File: src/sv/gdd_pkg.sv
// ----------------------------------------------------------------------------
// gdd_pkg
// Types, constants and calendar helpers shared by the date difference block.
// ----------------------------------------------------------------------------
`default_nettype none

package gdd_pkg;

    localparam int YEAR_W  = 14;
    localparam int MONTH_W = 4;
    localparam int DAY_W   = 5;
    localparam int DIFF_W  = 23;
    localparam int COUNT_W = DIFF_W - 1;

    // divide by 100 through a reciprocal, exact for every 14-bit year
    localparam int                DIV100_SHIFT = 20;
    localparam logic [YEAR_W-1:0] DIV100_MUL   = 14'd10486;
    localparam int                PROD_W       = 2 * YEAR_W;
    localparam int                QUOT_W       = PROD_W - DIV100_SHIFT;
    localparam int                REM_W        = 7;
    localparam int                QX_W         = YEAR_W + 1;

    localparam logic [REM_W-1:0]   CENTURY       = 7'd100;
    localparam logic [REM_W-1:0]   LAST_OF_CENT  = 7'd99;
    localparam logic [YEAR_W-1:0]  YEAR_MIN      = 14'd1;
    localparam logic [YEAR_W-1:0]  YEAR_MAX      = 14'd9999;
    localparam logic [MONTH_W-1:0] JANUARY       = 4'd1;
    localparam logic [MONTH_W-1:0] FEBRUARY      = 4'd2;
    localparam logic [MONTH_W-1:0] DECEMBER      = 4'd12;
    localparam logic [DAY_W-1:0]   FIRST_DAY     = 5'd1;
    localparam logic [DAY_W-1:0]   FEB_LEAP_DAYS = 5'd29;

    localparam logic [DAY_W-1:0] MONTH_LEN [0:12] = '{
        5'd0, 5'd31, 5'd28, 5'd31, 5'd30, 5'd31, 5'd30,
        5'd31, 5'd31, 5'd30, 5'd31, 5'd30, 5'd31
    };

    typedef struct packed {
        logic [YEAR_W-1:0]  year;
        logic [MONTH_W-1:0] month;
        logic [DAY_W-1:0]   day;
    } t_date;

    // year position inside its century and century count modulo 4
    typedef struct packed {
        logic [REM_W-1:0] mod100;
        logic [1:0]       cent_mod4;
    } t_leap_cnt;

    typedef struct packed {
        logic [YEAR_W-1:0]  first_year;
        logic [MONTH_W-1:0] first_month;
        logic [DAY_W-1:0]   first_day;
        logic [YEAR_W-1:0]  second_year;
        logic [MONTH_W-1:0] second_month;
        logic [DAY_W-1:0]   second_day;
        logic               include_end;
    } t_in_req;

    typedef struct packed {
        logic signed [DIFF_W-1:0] day_difference;
        logic                     bad_date;
    } t_out_rsp;

    function automatic logic is_leap(logic [1:0] year_low, t_leap_cnt cnt);
        logic cent;
        cent = (cnt.mod100 == '0);
        return (cent && (cnt.cent_mod4 == 2'd0)) || (!cent && (year_low == 2'd0));
    endfunction

    function automatic logic [DAY_W-1:0] days_in_month(logic [MONTH_W-1:0] m, logic leap);
        logic [DAY_W-1:0] len;
        if (m > DECEMBER) begin
            len = '0;
        end else if (m == FEBRUARY && leap) begin
            len = FEB_LEAP_DAYS;
        end else begin
            len = MONTH_LEN[m];
        end
        return len;
    endfunction

endpackage

`default_nettype wire

File: src/sv/gdd_day_step.sv
// ----------------------------------------------------------------------------
// gdd_day_step
// Advances a working date by one calendar day and keeps its leap counters.
// ----------------------------------------------------------------------------
`default_nettype none

module gdd_day_step
    import gdd_pkg::*;
(
    input  wire t_date     i_date,
    input  wire t_leap_cnt i_cnt,
    output t_date          o_date,
    output t_leap_cnt      o_cnt
);

    logic             w_leap;
    logic [DAY_W-1:0] w_dim;

    assign w_leap = is_leap(i_date.year[1:0], i_cnt);
    assign w_dim  = days_in_month(i_date.month, w_leap);

    always_comb begin
        o_date = i_date;
        o_cnt  = i_cnt;
        if (i_date.day < w_dim) begin
            o_date.day = i_date.day + DAY_W'(1);
        end else begin
            o_date.day = FIRST_DAY;
            if (i_date.month == DECEMBER) begin
                o_date.month = JANUARY;
                o_date.year  = i_date.year + YEAR_W'(1);
                if (i_cnt.mod100 == LAST_OF_CENT) begin
                    o_cnt.mod100    = '0;
                    o_cnt.cent_mod4 = i_cnt.cent_mod4 + 2'd1;
                end else begin
                    o_cnt.mod100 = i_cnt.mod100 + REM_W'(1);
                end
            end else begin
                o_date.month = i_date.month + MONTH_W'(1);
            end
        end
    end

endmodule

`default_nettype wire

File: src/sv/gregorian_date_difference.sv
// ----------------------------------------------------------------------------
// gregorian_date_difference
// Signed day count between two Gregorian dates, found by walking a working
// date one day per cycle from the earlier date to the later one.
// ----------------------------------------------------------------------------
//  channel | direction | handshake              | payload
//  in      | request   | i_in_valid / o_in_stall | i_in_req   (t_in_req)
//  out     | result    | o_out_valid / i_out_stall | o_out_rsp (t_out_rsp)
//
//  a request runs S_QUOT and S_REM once for each date, upper date first,
//  then S_STEP walks one day at a time from the lower date, then S_OUT
//  a bad date skips the walk and goes from S_REM straight to S_OUT
//  no new request is taken until the result sits in the output register
//  the output register holds while stalled; reset clears valid and control
// ----------------------------------------------------------------------------
`default_nettype none

module gregorian_date_difference
    import gdd_pkg::*;
(
    input  wire          i_clk,
    input  wire          i_rst_n,
    input  wire          i_in_valid,
    output logic         o_in_stall,
    input  wire t_in_req i_in_req,
    output logic         o_out_valid,
    input  wire          i_out_stall,
    output t_out_rsp     o_out_rsp
);

    typedef enum logic [4:0] {
        S_IDLE = 5'b00001,
        S_QUOT = 5'b00010,
        S_REM  = 5'b00100,
        S_STEP = 5'b01000,
        S_OUT  = 5'b10000
    } t_state;

    t_state               r_state, n_state;
    logic                 r_out_valid, n_out_valid;
    t_out_rsp             r_out, n_out;
    t_out_rsp             r_res, n_res;
    t_date                r_lo, n_lo;
    t_date                r_hi, n_hi;
    t_date                r_cur, n_cur;
    t_leap_cnt            r_cnt, n_cnt;
    logic                 r_neg, n_neg;
    logic                 r_inc, n_inc;
    logic                 r_bad, n_bad;
    logic                 r_pass, n_pass;
    logic [QUOT_W-1:0]    r_quot, n_quot;
    logic [COUNT_W-1:0]   r_count, n_count;

    t_date                w_first, w_second, w_chk, w_next;
    t_leap_cnt            w_next_cnt, w_chk_cnt;
    logic                 w_accept, w_lt, w_leap, w_ok, w_bad, w_out_free;
    logic [YEAR_W-1:0]    w_year;
    logic [PROD_W-1:0]    w_prod;
    logic [QX_W-1:0]      w_qx100, w_rem_full;
    logic [DIFF_W-1:0]    w_mag;

    gdd_day_step u_step (
        .i_date (r_cur),
        .i_cnt  (r_cnt),
        .o_date (w_next),
        .o_cnt  (w_next_cnt)
    );

    assign o_in_stall  = (r_state != S_IDLE);
    assign o_out_valid = r_out_valid;
    assign o_out_rsp   = r_out;

    assign w_accept   = i_in_valid && !o_in_stall;
    assign w_out_free = !r_out_valid || !i_out_stall;

    assign w_first  = '{year: i_in_req.first_year, month: i_in_req.first_month,
                        day: i_in_req.first_day};
    assign w_second = '{year: i_in_req.second_year, month: i_in_req.second_month,
                        day: i_in_req.second_day};
    assign w_lt     = (w_first < w_second);

    // date check (year, month, day): upper date first, then lower date
    assign w_chk      = r_pass ? r_lo : r_hi;
    assign w_year     = w_chk.year;
    assign w_prod     = PROD_W'(w_year) * PROD_W'(DIV100_MUL);
    assign w_qx100    = QX_W'(r_quot) * QX_W'(CENTURY);
    assign w_rem_full = QX_W'(w_year) - w_qx100;
    assign w_chk_cnt  = '{mod100: w_rem_full[REM_W-1:0], cent_mod4: r_quot[1:0]};
    assign w_leap     = is_leap(w_year[1:0], w_chk_cnt);
    assign w_ok       = (w_year >= YEAR_MIN) && (w_year <= YEAR_MAX)
                     && (w_chk.month >= JANUARY) && (w_chk.month <= DECEMBER)
                     && (w_chk.day >= FIRST_DAY)
                     && (w_chk.day <= days_in_month(w_chk.month, w_leap));
    assign w_bad      = r_bad || !w_ok;

    assign w_mag = {1'b0, r_count} + DIFF_W'(r_inc);

    always_comb begin
        n_state     = r_state;
        n_out_valid = r_out_valid;
        n_out       = r_out;
        n_res       = r_res;
        n_lo        = r_lo;
        n_hi        = r_hi;
        n_cur       = r_cur;
        n_cnt       = r_cnt;
        n_neg       = r_neg;
        n_inc       = r_inc;
        n_bad       = r_bad;
        n_pass      = r_pass;
        n_quot      = r_quot;
        n_count     = r_count;

        if (r_out_valid && !i_out_stall) begin
            n_out_valid = 1'b0;
        end

        case (r_state)
            S_IDLE: begin
                if (w_accept) begin
                    n_neg   = !w_lt;
                    n_lo    = w_lt ? w_first : w_second;
                    n_hi    = w_lt ? w_second : w_first;
                    n_inc   = i_in_req.include_end;
                    n_bad   = 1'b0;
                    n_pass  = 1'b0;
                    n_state = S_QUOT;
                end
            end
            S_QUOT: begin
                n_quot  = w_prod[PROD_W-1:DIV100_SHIFT];
                n_state = S_REM;
            end
            S_REM: begin
                if (!r_pass) begin
                    n_bad   = w_bad;
                    n_pass  = 1'b1;
                    n_state = S_QUOT;
                end else if (w_bad) begin
                    n_res   = '{day_difference: '0, bad_date: 1'b1};
                    n_state = S_OUT;
                end else begin
                    n_cur   = r_lo;
                    n_cnt   = w_chk_cnt;
                    n_count = '0;
                    n_state = S_STEP;
                end
            end
            S_STEP: begin
                if (r_cur == r_hi) begin
                    n_res.day_difference = r_neg ? (DIFF_W'(0) - w_mag) : w_mag;
                    n_res.bad_date       = 1'b0;
                    n_state              = S_OUT;
                end else begin
                    n_cur   = w_next;
                    n_cnt   = w_next_cnt;
                    n_count = r_count + COUNT_W'(1);
                end
            end
            S_OUT: begin
                if (w_out_free) begin
                    n_out       = r_res;
                    n_out_valid = 1'b1;
                    n_state     = S_IDLE;
                end
            end
            default: begin
                n_state = S_IDLE;
            end
        endcase
    end

    always_ff @(posedge i_clk) begin
        if (!i_rst_n) begin
            r_state     <= S_IDLE;
            r_out_valid <= 1'b0;
        end else begin
            r_state     <= n_state;
            r_out_valid <= n_out_valid;
        end
    end

    always_ff @(posedge i_clk) begin
        r_out   <= n_out;
        r_res   <= n_res;
        r_lo    <= n_lo;
        r_hi    <= n_hi;
        r_cur   <= n_cur;
        r_cnt   <= n_cnt;
        r_neg   <= n_neg;
        r_inc   <= n_inc;
        r_bad   <= n_bad;
        r_pass  <= n_pass;
        r_quot  <= n_quot;
        r_count <= n_count;
    end

endmodule

`default_nettype wire
File: config.mk
export PLATFORM = sky130hd
export DESIGN_NAME = gregorian_date_difference
export DESIGN_NICKNAME = d
export VERILOG_FILES = /design/src/sv/gdd_pkg.sv /design/src/sv/gdd_day_step.sv /design/src/sv/gregorian_date_difference.sv
export SDC_FILE = /design/constraint.sdc
export NUM_CORES = 1
export LEC_CHECK = 0
export BUFFER_PORTS_ARGS = -buffer_cell sky130_fd_sc_hd__buf_2
export CELL_PAD_IN_SITES_DETAIL_PLACEMENT = 1
export CELL_PAD_IN_SITES_GLOBAL_PLACEMENT = 2
export CORE_UTILIZATION = 42
export DETAILED_ROUTE_END_ITERATION = 10
export GPL_TIMING_DRIVEN = 1
export PLACE_DENSITY = 0.82
export SLEW_MARGIN = 25
export SYNTH_ARGS = -nofsm -noshare
export SYNTH_HDL_FRONTEND = slang
export SYNTH_SLANG_ARGS = --single-unit
File: constraint.sdc
create_clock -name i_clk -period 7.3 [get_ports i_clk]
set_input_delay 1.095 -clock i_clk [delete_from_list [all_inputs] [get_ports i_clk]]
set_output_delay 1.095 -clock i_clk [all_outputs]
set_load 0.005 [all_outputs]
# [Word level (Yosys, flattened, before mapping)]
# Memory sizes are Yosys's and may differ from the RTL's.
# Index checks and enable logic that the tools add are counted.
[word_totals] regBits=166 mem_bits_ro=160 inputBits=51 word_cells=163 mem_count=2
[mem_list] memory="(no name shown)" words=16 word_bits=5 rd=1 rd_ports_with_merged_regs=0 wr=0 line="gdd_pkg.sv:78" source="len = MONTH_LEN[m];"
[mem_list] memory="(no name shown)" words=16 word_bits=5 rd=1 rd_ports_with_merged_regs=0 wr=0 line="gdd_pkg.sv:78"
[op_classes] n_addsub=9 multipliers=2 magnitude_cmp=12 eq_ne=22 muxes=49 n_bitwise=2 n_reduce_logical=42
[op_table] op="$mux 23" n=7
[op_table] op="$mux 24" n=3
[op_table] op="$mux 5" n=14
[op_table] op="$mux 22" n=3
[op_table] op="$pmux 24 s2" n=1
[op_table] op="$pmux 23 s2" n=1
[op_table] op="$mux 9" n=5
[op_table] op="$pmux 22 s2" n=1
[op_table] op="$mul 14x13->27 const B" n=1
[op_table] op="$pmux 5 s5" n=1
[op_table] op="$add 22x1->23" n=1
[op_table] op="$eq 23x23->1" n=1
[op_table] op="$lt 23x23->1" n=1
[op_table] op="$sub 1x23->23 const A" n=1
[op_table] op="$add 22x1->22 const B" n=1
[op_table] op="$mux 18" n=1
[op_table] op="$ne 2x2->1 const B" n=9
[op_table] op="$pmux 9 s2" n=1
[op_table] op="$add 14x1->14 const B" n=1
[op_table] op="$ge 14x1->1 const B" n=1
[op_table] op="$le 14x14->1 const B" n=1
[op_table] op="$logic_not 7->1" n=2
[op_table] op="$mux 14" n=1
[op_table] op="$logic_and 1x1->1" n=13
[op_table] op="39 further kinds" n=66

# [Depth between registers and ports, before layout]
# Gate-level depths: netlist (run 1).
[depth] ltp_word=16 mapped_depth=22 mapped_depth_nobuf=19

# [Hierarchy]
# Synthesis (run 1) repeated with hierarchy kept, for this count alone.
[unflattened] cells_unflattened=1480 area_unflattened_um2=14340.0
[modules_own_cells] module="gregorian_date_difference" instances=1 cells_per_inst=1342 area_per_inst_um2=13366.6
[modules_own_cells] module="gdd_day_step" instances=1 cells_per_inst=138 area_per_inst_um2=973.4

# [Worst setup path after synthesis (run 1)]
# No wires, ideal clock.
[synth_path] path_type="register to register" from="reg r_pass" to="reg r_res[0] (netlist bit), enable pin" setup_ns=0.442 t_arrival_ns=6.086 path_slack_ns=0.772 path_stages_with_launch=21 synth_period_minus_slack_ns=6.528 path_cell_list="edfxtp_1 -> clkbuf_1 -> buf_1 -> clkbuf_1 -> mux2i_1 -> ha_1 -> fa_1 -> inv_1 -> a21o_1 -> a21oi_1 -> xnor2_1 -> a31oi_1 -> o22a_1 -> ha_1 -> nor2b_1 -> o21a_1 -> o21a_1 -> o21a_1 -> o22a_1 -> o21ai_0 -> a211oi_1"
[synth_via] elab_chain_cells=15 elab_cells_between_ends=33
[synth_rtl] element="start, declared" line="gregorian_date_difference.sv:50" source="logic r_pass, n_pass;"
[synth_rtl] element="start signal, assigned" line="gregorian_date_difference.sv:193" source="r_pass <= n_pass;"
[synth_rtl] element="$mux 23" line="gregorian_date_difference.sv:83" source="assign w_chk = r_pass ? r_lo : r_hi;"
[synth_rtl] element="$sub 7x7->7" line="gregorian_date_difference.sv:87" source="assign w_rem_full = QX_W'(w_year) - w_qx100;"
[synth_rtl] element="$logic_not 7->1" line="gdd_pkg.sv:67" source="cent = (cnt.mod100 == '0);"
[synth_rtl] element="$logic_not 1->1" line="gdd_pkg.sv:68" source="return (cent && (cnt.cent_mod4 == 2'd0)) || (!cent && (year_low == 2'd0));"
[synth_rtl] element="$logic_and 1x1->1" line="gdd_pkg.sv:68"
[synth_rtl] element="$logic_or 1x1->1" line="gdd_pkg.sv:68"
[synth_rtl] element="$logic_and 1x1->1" line="gdd_pkg.sv:75" source="end else if (m == FEBRUARY && leap) begin"
[synth_rtl] element="$mux 5" line="gdd_pkg.sv:75"
[synth_rtl] element="$mux 5" line="gdd_pkg.sv:73" source="if (m > DECEMBER) begin"
[synth_rtl] element="$le 5x5->1" line="gregorian_date_difference.sv:93" source="&& (w_chk.day <= days_in_month(w_chk.month, w_leap));"
[synth_rtl] element="$logic_and 1x1->1" line="gregorian_date_difference.sv:93"
[synth_rtl] element="$logic_not 1->1" line="gregorian_date_difference.sv:94" source="assign w_bad = r_bad || !w_ok;"
[synth_rtl] element="$logic_or 1x1->1" line="gregorian_date_difference.sv:94"
[synth_rtl] element="$ne 2x2->1 (no source line)"
[synth_rtl] element="$reduce_and 4->1 (no source line) *"
[synth_rtl] element="end signal, assigned" line="gregorian_date_difference.sv:185" source="r_res <= n_res;"
[synth_rtl] element="end, declared" line="gregorian_date_difference.sv:42" source="t_out_rsp r_res, n_res;"
# Mark *: on every way between the ends. The rest lies on a longest branch, timed or not. The select of a mux whose other input is x is not followed.
# A chain may end at the register's enable or synchronous reset.

# [Worst setup path after layout (run 1)]
[layout_path] from="reg r_pass" to="reg r_quot[4] (data pin)"
[layout_via] elab_chain_cells=2
[layout_rtl] element="$mux 23" line="gregorian_date_difference.sv:83"
[layout_rtl] element="$mul 14x13->27" line="gregorian_date_difference.sv:85" source="assign w_prod = PROD_W'(w_year) * PROD_W'(DIV100_MUL);"
[layout_rtl] element="net w_prod[24]" line="gregorian_date_difference.sv:58" source="logic [PROD_W-1:0] w_prod;"
[layout_rtl] element="end signal, assigned" line="gregorian_date_difference.sv:194" source="r_quot <= n_quot;"
[layout_rtl] element="end, declared" line="gregorian_date_difference.sv:51" source="logic [QUOT_W-1:0] r_quot, n_quot;"
# The timed path passes the listed nets, and every way through them passes these cells.

==> results of run 1 <==
[worst paths after layout]
| path | startpoint | endpoint | slack (ns) | cells after the start |
|---|---|---|---|---|
| max | r_pass | r_quot[4] | 1.10 | 19 |
| min | r_res[22] | o_out_rsp[22] | 0.42 | 0 |
| max reg2reg | r_pass | r_quot[4] | 1.10 | 19 |
| min reg2reg | r_res[22] | o_out_rsp[22] | 0.42 | 0 |
[routing by layer]
metal,wire length (um),part of all wire [%],vias to the layer above
met5,0,0,-
met4,586,1.8,0
met3,772,2.4,28
met2,15870,50,132
met1,14570,46,4570
li1,-,-,4471
[where the power goes]
group / switching, W / internal, W
clock network: 0.000436 / 0.000458
logic: 0.00142 / 0.00106
registers: 0.0000348 / 0.00111
[cell usage in the layout, fill, tap and decap left out, types with 33 or more instances in the layout]
cell type  count
buf_2         76
edfxtp_1     157
fa_1          63
ha_1         155
inv_1        179
mux2_2        52
nand2_1       74
nor2_1        81
o21ai_0       47
xnor2_1       73
xor2_1        33
[state kept, by name (all words and copies together), names as in the netlist, 5 cells and up]
name	cells
r_res	24
r_cur	23
r_count	22
r_state	5
o_out_rsp	24
r_hi	23
r_lo	23
r_cnt	9
r_quot	5
[worst max-delay path: stages (launching register included)]
cell,delay [ns]
edfxtp_1,0.77
mux2i_1,0.60
inv_1,0.32
ha_1,0.39
inv_1,0.06
fa_1,0.51
inv_1,0.06
fa_1,0.51
inv_1,0.05
fa_1,0.48
inv_1,0.06
fa_1,0.42
ha_1,0.32
a21oi_1,0.14
o21ai_0,0.12
a22o_1,0.20
a31o_2,0.26
o41a_1,0.36
a21oi_1,0.22
xnor2_1,0.09
[area by class of cell]
| cell class | instances | share of cell area [%] |
|---|---|---|
| clock buffers | 17 | 2.908 |
| clock inverters | 15 | 1.120 |
| inverters | 182 | 4.669 |
| multi-input cells | 860 | 51.55 |
| flip-flops and latches | 163 | 33.05 |
| well taps | 396 | 3.387 |
| repair buffers | 90 | 3.318 |
[cells by family after synthesis]
group	count (synthesis)
AOI/OAI and AO/OA	162
buffers and inverters	225
adders and majority gates	218
muxes	75
DFF	163
xor gates and xnor gates	106
and+or+nand+nor	299
[per-stage QoR]
stage               cells  setup WS, ns  power [W]  hold WS (ns)  utilization (%)
finish               1723         1.098   0.004525        0.4245            47.46
CTS                  1723         1.072   0.004626        0.4264            47.46
global route         1723        0.7114   0.005019        0.4332            47.46
floorplan            1248        0.7718   0.002957        0.4003                -
global placement     1691         1.270   0.003587        0.4008            45.54
detailed placement   1691         1.094   0.003704        0.4088            45.54
==> results.toml, run 1 <==
[synthesis]
synthDominantCellAreaShare_pct = 35.61
muxShareOfSynthArea_pct = 6.163
synth_edf_count = 157
synth.yosys.seq_area_share_pct = 36.52
async_flop_share_pct = 0
syn_avg_cell_area_um2 = 10.61
synth_nets = 1517
synth_compound_area_share_pct = 7.845
syn-cell-area_mm2 = 0.01324
ys_top_cells_by_count = "inv_1 (182), edfxtp_1 (157), ha_1 (155), nor2_1 (81), nand2_1 (74)"
yosys_warnings = 0
synth_top_family_by_area = "adder cells"
ys_ff_latch = 163
synth.largest_area_cell = "edfxtp_1"
ys_types = 68
yosysMostFrequentCell = "inv_1"
synthFlopType = "edfxtp_1"
synth_cells = 1248
synth-xor-area-share_pct = 7.013
yosys.area_share.simple_pct = 11.55
yosys-top-cells-area = "edfxtp_1 (36%), ha_1 (15%), fa_1 (9.5%)"
synth_fa_ha_area_share_pct = 24.18

[floorplanning]
initial_core_util_pct = 42.94
die_height_um = 179.5
coreArea_mm2 = 0.03083
io_pins = 77
design.die.area_mm2 = 0.03223
die_w_um = 179.5
num_rows = 64

[clocking]
clk_pin_slew_ns = 0.07
cts_max_level = 4
cts_buffers = 17
cts_resized = 0
clockRootBuffer = "clkbuf_16"
cts_setup_buffers = 0
clock_sinks = 163
cts_tree = "built"
worstSkewPairLatency_ns = 0.44
clock_path_buffers = 2
cts_hold_buf = 0

[drt]
drt_iter0_markers = 508
routed_wl_um = 31790
drc = 4
dr.pass1.iters = 7
vias = 9201
detail-route-antenna-nets = 0
wl_per_cell_um = 18.45
vias_per_cell = 5.340

[final_layout]
register_area_mm2 = 0.004835
area_delta_synth_final_pct = 10.52
multi_input_area_mm2 = 0.007542
nFillCells = 3377
layout.nets = 1583
final_cell_area_mm2 = 0.01463
drive_above_1_share_pct = 14.92
antennaDiodeCount = 0

[sta]
drv_slew = 0
fmax_mhz = 161.2
grt_setup_unrepaired = "false"
finClkSkew_ns = 0.01409
hold_viol = 0
timing.slew.headroom_pct = 34.14
fin_tns_setup_ns = 0
setup_viol = 0
fin_crit_sh_pct = 84.96
fin_crit_ns = 6.202
tightest_slew_ns = 0.9879

[placed_design]
routabilityCongestion = 0.8048
hpwlAfterDp_um = 25280
placed_area_mm2 = 0.01404
port_buffers = 76

[global_routing]
grt-ovfl-total = 0
grt_pass1_wl_um = 52270
antenna_found_initial = 0
grtUsageTotal_pct = 20.57
grt_pass1_vias = 9845
met2_usage_pct = 36.28
met1_usage_pct = 26.45
grt_busiest_layer = "met2"
use_met3_pct = 2.512
grt_max_degree = 89

[critical_path]
end_kind = "register"
worst-setup-path-type = "register to register"
crit_required_ns = 7.48
path_max_fanout = 12
cp-start-kind = "register"
arrival_ns = 6.39

[pwr]
power_density_mw_per_mm2 = 309.3
p_leak_nw = 6.277
ir_worst_vdd_v = 0.0001840

[status]
outcome = "complete, but fails checks"
violations = "design-rule violations"

[min_path]
hold_path.class = "register to register"

[run]
cap_viol_max_count = 0
Power figures use the tool's default switching activity.
==> inputs of run 2 (changes only) <==
--- a/config.mk
+++ b/config.mk
@@ -8,10 +8,10 @@
 export BUFFER_PORTS_ARGS = -buffer_cell sky130_fd_sc_hd__buf_2
 export CELL_PAD_IN_SITES_DETAIL_PLACEMENT = 1
 export CELL_PAD_IN_SITES_GLOBAL_PLACEMENT = 2
-export CORE_UTILIZATION = 42
+export CORE_UTILIZATION = 38
 export DETAILED_ROUTE_END_ITERATION = 10
 export GPL_TIMING_DRIVEN = 1
-export PLACE_DENSITY = 0.82
+export PLACE_DENSITY = 0.78
 export SLEW_MARGIN = 25
 export SYNTH_ARGS = -nofsm -noshare
 export SYNTH_HDL_FRONTEND = slang
==> constraint.sdc (replaced) <==
create_clock -name i_clk -period 5.7 [get_ports i_clk]
set_input_delay 0.855 -clock i_clk [delete_from_list [all_inputs] [get_ports i_clk]]
set_output_delay 0.855 -clock i_clk [all_outputs]
set_load 0.005 [all_outputs]
==> run 2 against run 1 <==
  * Largest power group unchanged
  * Largest cell class unchanged
  * Maximum frequency up 13%
  * Critical endpoint unchanged
  * The flow now finishes without violations
  * Power rose by 29%
  * Flip-flop and latch count did not move
==> results.toml, run 2 (synthesis gave the netlist of run 1 again) <==
[sta]
fmax_mhz = 181.8
fin_crit_ns = 5.499
finClkSkew_ns = 0.01202
tightest_slew_ns = 0.8222
drv_slew = 0
fin_crit_sh_pct = 96.48
hold_viol = 0
fin_tns_setup_ns = 0
setup_viol = 0
timing.slew.headroom_pct = 45.19

[placed_design]
routabilityCongestion = 0.8330
hpwlAfterDp_um = 25540
dp.cells = 1756
placed_area_mm2 = 0.01425
port_buffers = 76

[drt]
drt_iter0_markers = 406
dr.pass1.iters = 4
wl_per_cell_um = 17.88
vias = 9226
drc = 0
routed_wl_um = 32120
detail-route-antenna-nets = 0
vias_per_cell = 5.137

[floorplanning]
die_height_um = 188.6
io_pins = 77
initial_core_util_pct = 39.09
num_rows = 67
die_w_um = 188.6
coreArea_mm2 = 0.03387
design.die.area_mm2 = 0.03559

[global_routing]
grt_max_degree = 53
grt-ovfl-total = 0
grtUsageTotal_pct = 18.89
antenna_found_initial = 0
grt_pass1_vias = 9913
grt_pass1_wl_um = 52610

[clocking]
clockRootBuffer = "clkbuf_16"
clk_pin_slew_ns = 0.07
cts_hold_buf = 0
worstSkewPairLatency_ns = 0.44
cts_tree = "built"
clock_path_buffers = 2
cts_max_level = 4
clock_sinks = 163
cts_buffers = 17

[final_layout]
final_cell_area_mm2 = 0.01497
nFillCells = 3782
mostFrequentLayoutCell = "inv_1"
layout.nets = 1604
fin_cells = 1796
layout_common_cells = "inv_1 (174), edfxtp_1 (157), ha_1 (155)"
area_delta_synth_final_pct = 13.08
antennaDiodeCount = 0
drive_above_1_share_pct = 17.28

[critical_path]
end_kind = "register"
arrival_ns = 5.69
cp-start-kind = "register"
path_max_fanout = 7
worst-setup-path-type = "register to register"
r2r_cells = 21
reg2reg_slack_ns = 0.20
rr_startpoint = "r_pass"
reg2reg_to = "r_quot[4]"
crit_required_ns = 5.89

[min_path]
hold_start = "r_res[17]"
whs_endpoint = "o_out_rsp[17]"
hold_depth = 0
hold_path.class = "register to register"

[pwr]
power_density_mw_per_mm2 = 390.2
p_leak_nw = 6.382
finalPower_w = 0.005841
ir_worst_vdd_v = 0.0002401

[status]
outcome = "finished clean"

[run]
cap_viol_max_count = 0
run 2: layer usage:
metal	part of all wire, %	vias up	GRT usage [%]
li1	-	4517	-
met1	48	4557	24.99
met2	48	124	32.21
met3	2.1	28	2.440
met4	1.8	0	5.397
met5	0	-	0
run 2: area by class of cell:
cell class / instances / area, um^2 / share of cell area, %
clock buffers: 18 / 429.2 / 2.867
clock inverters: 14 / 138.9 / 0.9278
inverters: 182 / 684.4 / 4.572
multi-input cells: 860 / 7631 / 50.98
flip-flops and latches: 163 / 4835 / 32.30
well taps: 448 / 560.5 / 3.745
repair buffers: 111 / 690.7 / 4.614
run 2: what timing repair did:
action / CTS / global route
endpoints found under the hold margin: 0 / 0
endpoints found under the setup margin: 0 / 2
setup buffers: 0 / 6
resized for setup: 0 / 17
run 2: stage by stage:
step	setup WS [ns]	hold WS [ns]	utilization (%)
CTS	0.05201	0.4250	43.76
finish	0.2009	0.4226	44.20
global placement	0.1522	0.4028	42.06
floorplan	0.008427	0.4003	-
global route	-0.006649	0.4392	44.20
detailed placement	0.06485	0.4066	42.08
run 2: worst max path at each step:
| stage | from | endpoint | slack [ns] |
|---|---|---|---|
| after floorplan | r_pass | r_quot[4] | 0.008 |
| after global placement | r_pass | r_quot[4] | 0.15 |
| after detailed placement | r_pass | r_quot[4] | 0.06 |
| after CTS | r_pass | r_quot[4] | 0.05 |
| after global routing | r_pass | r_quot[4] | -0.007 |
| final | r_pass | r_quot[4] | 0.20 |
run 2: where the power goes:
group	leakage, nW	internal, W	switching (W)
Combinational	4.70	0.00140	0.00185
Clock	0.277	0.000641	0.000479
Sequential	1.40	0.00142	0.0000477
Total	6.38	0.00347	0.00237
run 2: critical path, stage by stage (launching register included):
cell and delay [ns]:
edfxtp_1 0.42, buf_4 0.17, buf_12 0.14, mux2i_2 0.22
inv_2 0.14, ha_1 0.32, inv_1 0.06, fa_1 0.57
inv_1 0.08, fa_1 0.50, inv_1 0.05, fa_1 0.46
fa_1 0.55, inv_1 0.04, ha_1 0.19, a21oi_1 0.14
o21ai_1 0.12, a22o_1 0.19, a31o_2 0.26, o41a_1 0.37
a21oi_2 0.17, xnor2_1 0.07
==> inputs of run 3 (changes only) <==
--- a/config.mk
+++ b/config.mk
@@ -8,11 +8,12 @@
 export BUFFER_PORTS_ARGS = -buffer_cell sky130_fd_sc_hd__buf_2
 export CELL_PAD_IN_SITES_DETAIL_PLACEMENT = 1
 export CELL_PAD_IN_SITES_GLOBAL_PLACEMENT = 2
-export CORE_UTILIZATION = 38
+export CORE_UTILIZATION = 37
 export DETAILED_ROUTE_END_ITERATION = 10
 export GPL_TIMING_DRIVEN = 1
 export PLACE_DENSITY = 0.78
 export SLEW_MARGIN = 25
 export SYNTH_ARGS = -nofsm -noshare
 export SYNTH_HDL_FRONTEND = slang
+export SYNTH_HIERARCHICAL = 1
 export SYNTH_SLANG_ARGS = --single-unit
==> run 3 against run 2 <==
  * Sequential power grew 7%
  * Critical path depth shrank 1
  * Die area grew 11%
  * Combinational power grew 51%
  * Worst hold slack is essentially flat
  * Critical path type unchanged
==> results.toml, run 3 <==
[critical_path]
cp-start-kind = "register"
worst-setup-path-type = "register to register"
reg2reg_slack_ns = 0.38
r2r_cells = 20
reg2reg_to = "r_quot[3]"
rr_startpoint = "r_pass"
arrival_ns = 5.52
path_max_fanout = 11
crit_required_ns = 5.90
end_kind = "register"

[floorplanning]
num_rows = 71
design.die.area_mm2 = 0.03955
initial_core_util_pct = 37.80
io_pins = 77
die_w_um = 198.9
coreArea_mm2 = 0.03793
die_height_um = 198.9

[min_path]
whs_endpoint = "o_out_rsp[9]"
hold_start = "r_res[9]"
hold_depth = 0
hold_path.class = "register to register"

[synthesis]
yosys_warnings = 6
syn-cell-area_mm2 = 0.01434
ys_types = 79
async_flop_share_pct = 0
yosys-top-cells-area = "edfxtp_1 (33%), ha_1 (13%), fa_1 (8.8%)"
synthDominantCellAreaShare_pct = 32.88
synth_edf_count = 157
ys_top_cells_by_count = "nand2_1 (206), inv_1 (184), edfxtp_1 (157), ha_1 (154), o211ai_1 (98)"
synth.yosys.seq_area_share_pct = 33.71
yosysMostFrequentCell = "nand2_1"
synthFlopType = "edfxtp_1"
ys_ff_latch = 163
synth.largest_area_cell = "edfxtp_1"
syn_avg_cell_area_um2 = 9.689
synth_cells = 1480
synth_nets = 1748

[drt]
detail-route-antenna-nets = 0
vias = 10840
dr.pass1.iters = 5
wl_per_cell_um = 18.34
vias_per_cell = 5.252
routed_wl_um = 37860
drt_iter0_markers = 461
drc = 0

[sta]
grt_setup_unrepaired = "false"
setup_viol = 0
hold_slack_ns = 0.4226
finClkSkew_ns = 0.01274
fmax_mhz = 187.9
drv_slew = 0
fin_tns_setup_ns = 0
timing.slew.headroom_pct = 41.31
tightest_slew_ns = 0.8804
fin_crit_ns = 5.321
hold_viol = 0
fin_crit_sh_pct = 93.36

[clocking]
clockRootBuffer = "clkbuf_16"
clock_path_buffers = 2
cts_hold_buf = 0
cts_max_level = 4
cts_buffers = 17
clock_sinks = 163
worstSkewPairLatency_ns = 0.45
clk_pin_slew_ns = 0.08
cts_tree = "built"

[final_layout]
final_cell_area_mm2 = 0.01589
drive_above_1_share_pct = 12.56
layout_common_cells = "nand2_1 (206), inv_1 (181), edfxtp_1 (157)"
area_delta_synth_final_pct = 10.83
antennaDiodeCount = 0
layout.nets = 1808
mostFrequentLayoutCell = "nand2_1"

[global_routing]
grt-ovfl-total = 0
grt_max_degree = 49
grt_pass1_vias = 11340
grt_pass1_wl_um = 61550
grtUsageTotal_pct = 19.96
antenna_found_initial = 0

[run]
cap_viol_max_count = 0

[placed_design]
placed_area_mm2 = 0.01526
routabilityCongestion = 0.8138
port_buffers = 76
hpwlAfterDp_um = 29870

[pwr]
finalPower_w = 0.007683
p_leak_nw = 6.900
power_density_mw_per_mm2 = 483.4
ir_worst_vdd_v = 0.0005505

[status]
outcome = "finished clean"
## run 3: cell count changes in the layout (fill, tap and decap cells not counted), sizes merged, moves of 6 or more
| cell | change |
|---|---|
| nand2 | +133 |
| o211ai | +94 |
| mux2 | -40 |
| nand3 | +23 |
| xnor2 | -18 |
| xor2 | +18 |
| nand4 | -12 |
| a21oi | +11 |
| o21ai | -11 |
| and2 | +8 |
| inv | +8 |
| o41ai | +7 |
| a21o | +6 |
## run 3: metal layers
| layer | GRT usage, % | share of wire [%] | up-vias |
|---|---|---|---|
| li1 | - | - | 5276 |
| met2 | 34.52 | 49 | 154 |
| met3 | 2.391 | 2.4 | 39 |
| met1 | 26.29 | 46 | 5371 |
| met4 | 5.128 | 1.6 | 0 |
| met5 | 0 | 0 | - |
## run 3: worst max-delay path: stages, from the launching register on
cell and delay (ns):
edfxtp_1 0.36, buf_4 0.23, mux2i_2 0.26, inv_1 0.19, ha_1 0.37, inv_1 0.07, fa_1 0.50, inv_1 0.05
fa_1 0.49, inv_1 0.05, fa_1 0.46, fa_1 0.55, inv_1 0.04, ha_1 0.30, o21ai_0 0.15, nor2_1 0.07
o41ai_2 0.29, a31o_2 0.23, nand3b_1 0.11, a21oi_1 0.19, xnor2_1 0.09
## run 3: metrics by stage
stage	utilization [%]	instances	setup WS [ns]
floorplan	-	1480	0.02095
global placement	40.24	2032	0.4014
detailed placement	40.24	2032	0.1917
CTS	41.85	2064	0.2020
global route	41.90	2064	0.01284
finish	41.90	2064	0.3785
## run 3: kinds of logic (layout without fill, tap and decap cells)
logic type / after synthesis / in the layout / share of synthesized area [%]
xor gates and xnor gates: 106 / 106 / 6.474
adders and majority gates: 217 / 217 / 22.23
and+or+nand+nor: 463 / 463 / 15.48
buffers and inverters: 248 / 321 / 7.259
muxes: 37 / 37 / 2.766
AOI/OAI and AO/OA: 246 / 246 / 12.08
DFF: 163 / 163 / 33.71
## run 3: final cells by class
cell class / instances / area (um^2)
clock inverters: 15 / 186.4
multi-input cells: 1069 / 8517
flip-flops and latches: 163 / 4835
repair buffers: 105 / 598.1
fillers: 4355 / 22040
clock buffers: 17 / 425.4
inverters: 184 / 691.9
well taps: 511 / 639.4
## run 3: power by group
part / internal, W / switching (W) / total [W]
logic: 0.00209 / 0.00283 / 0.00492
clock network: 0.000598 / 0.000586 / 0.00118
registers: 0.00151 / 0.0000686 / 0.00157
total: 0.00419 / 0.00349 / 0.00768
## run 3: how the worst max path moves through the flow
stage,cells after the start,slack (ns),start,end
floorplan,22,0.02,r_pass,r_quot[3]
CTS,20,0.20,r_pass,r_quot[3]
global placement,20,0.40,r_pass,r_quot[3]
finish,20,0.38,r_pass,r_quot[3]
detailed placement,20,0.19,r_pass,r_quot[3]
global route,20,0.01,r_pass,r_quot[3]
## run 3: timing repair
item                                    4_1_cts  5_1_grt
setup buffers                                 0        0
endpoints found under the setup margin        0        3
gates resized for setup                       0        3
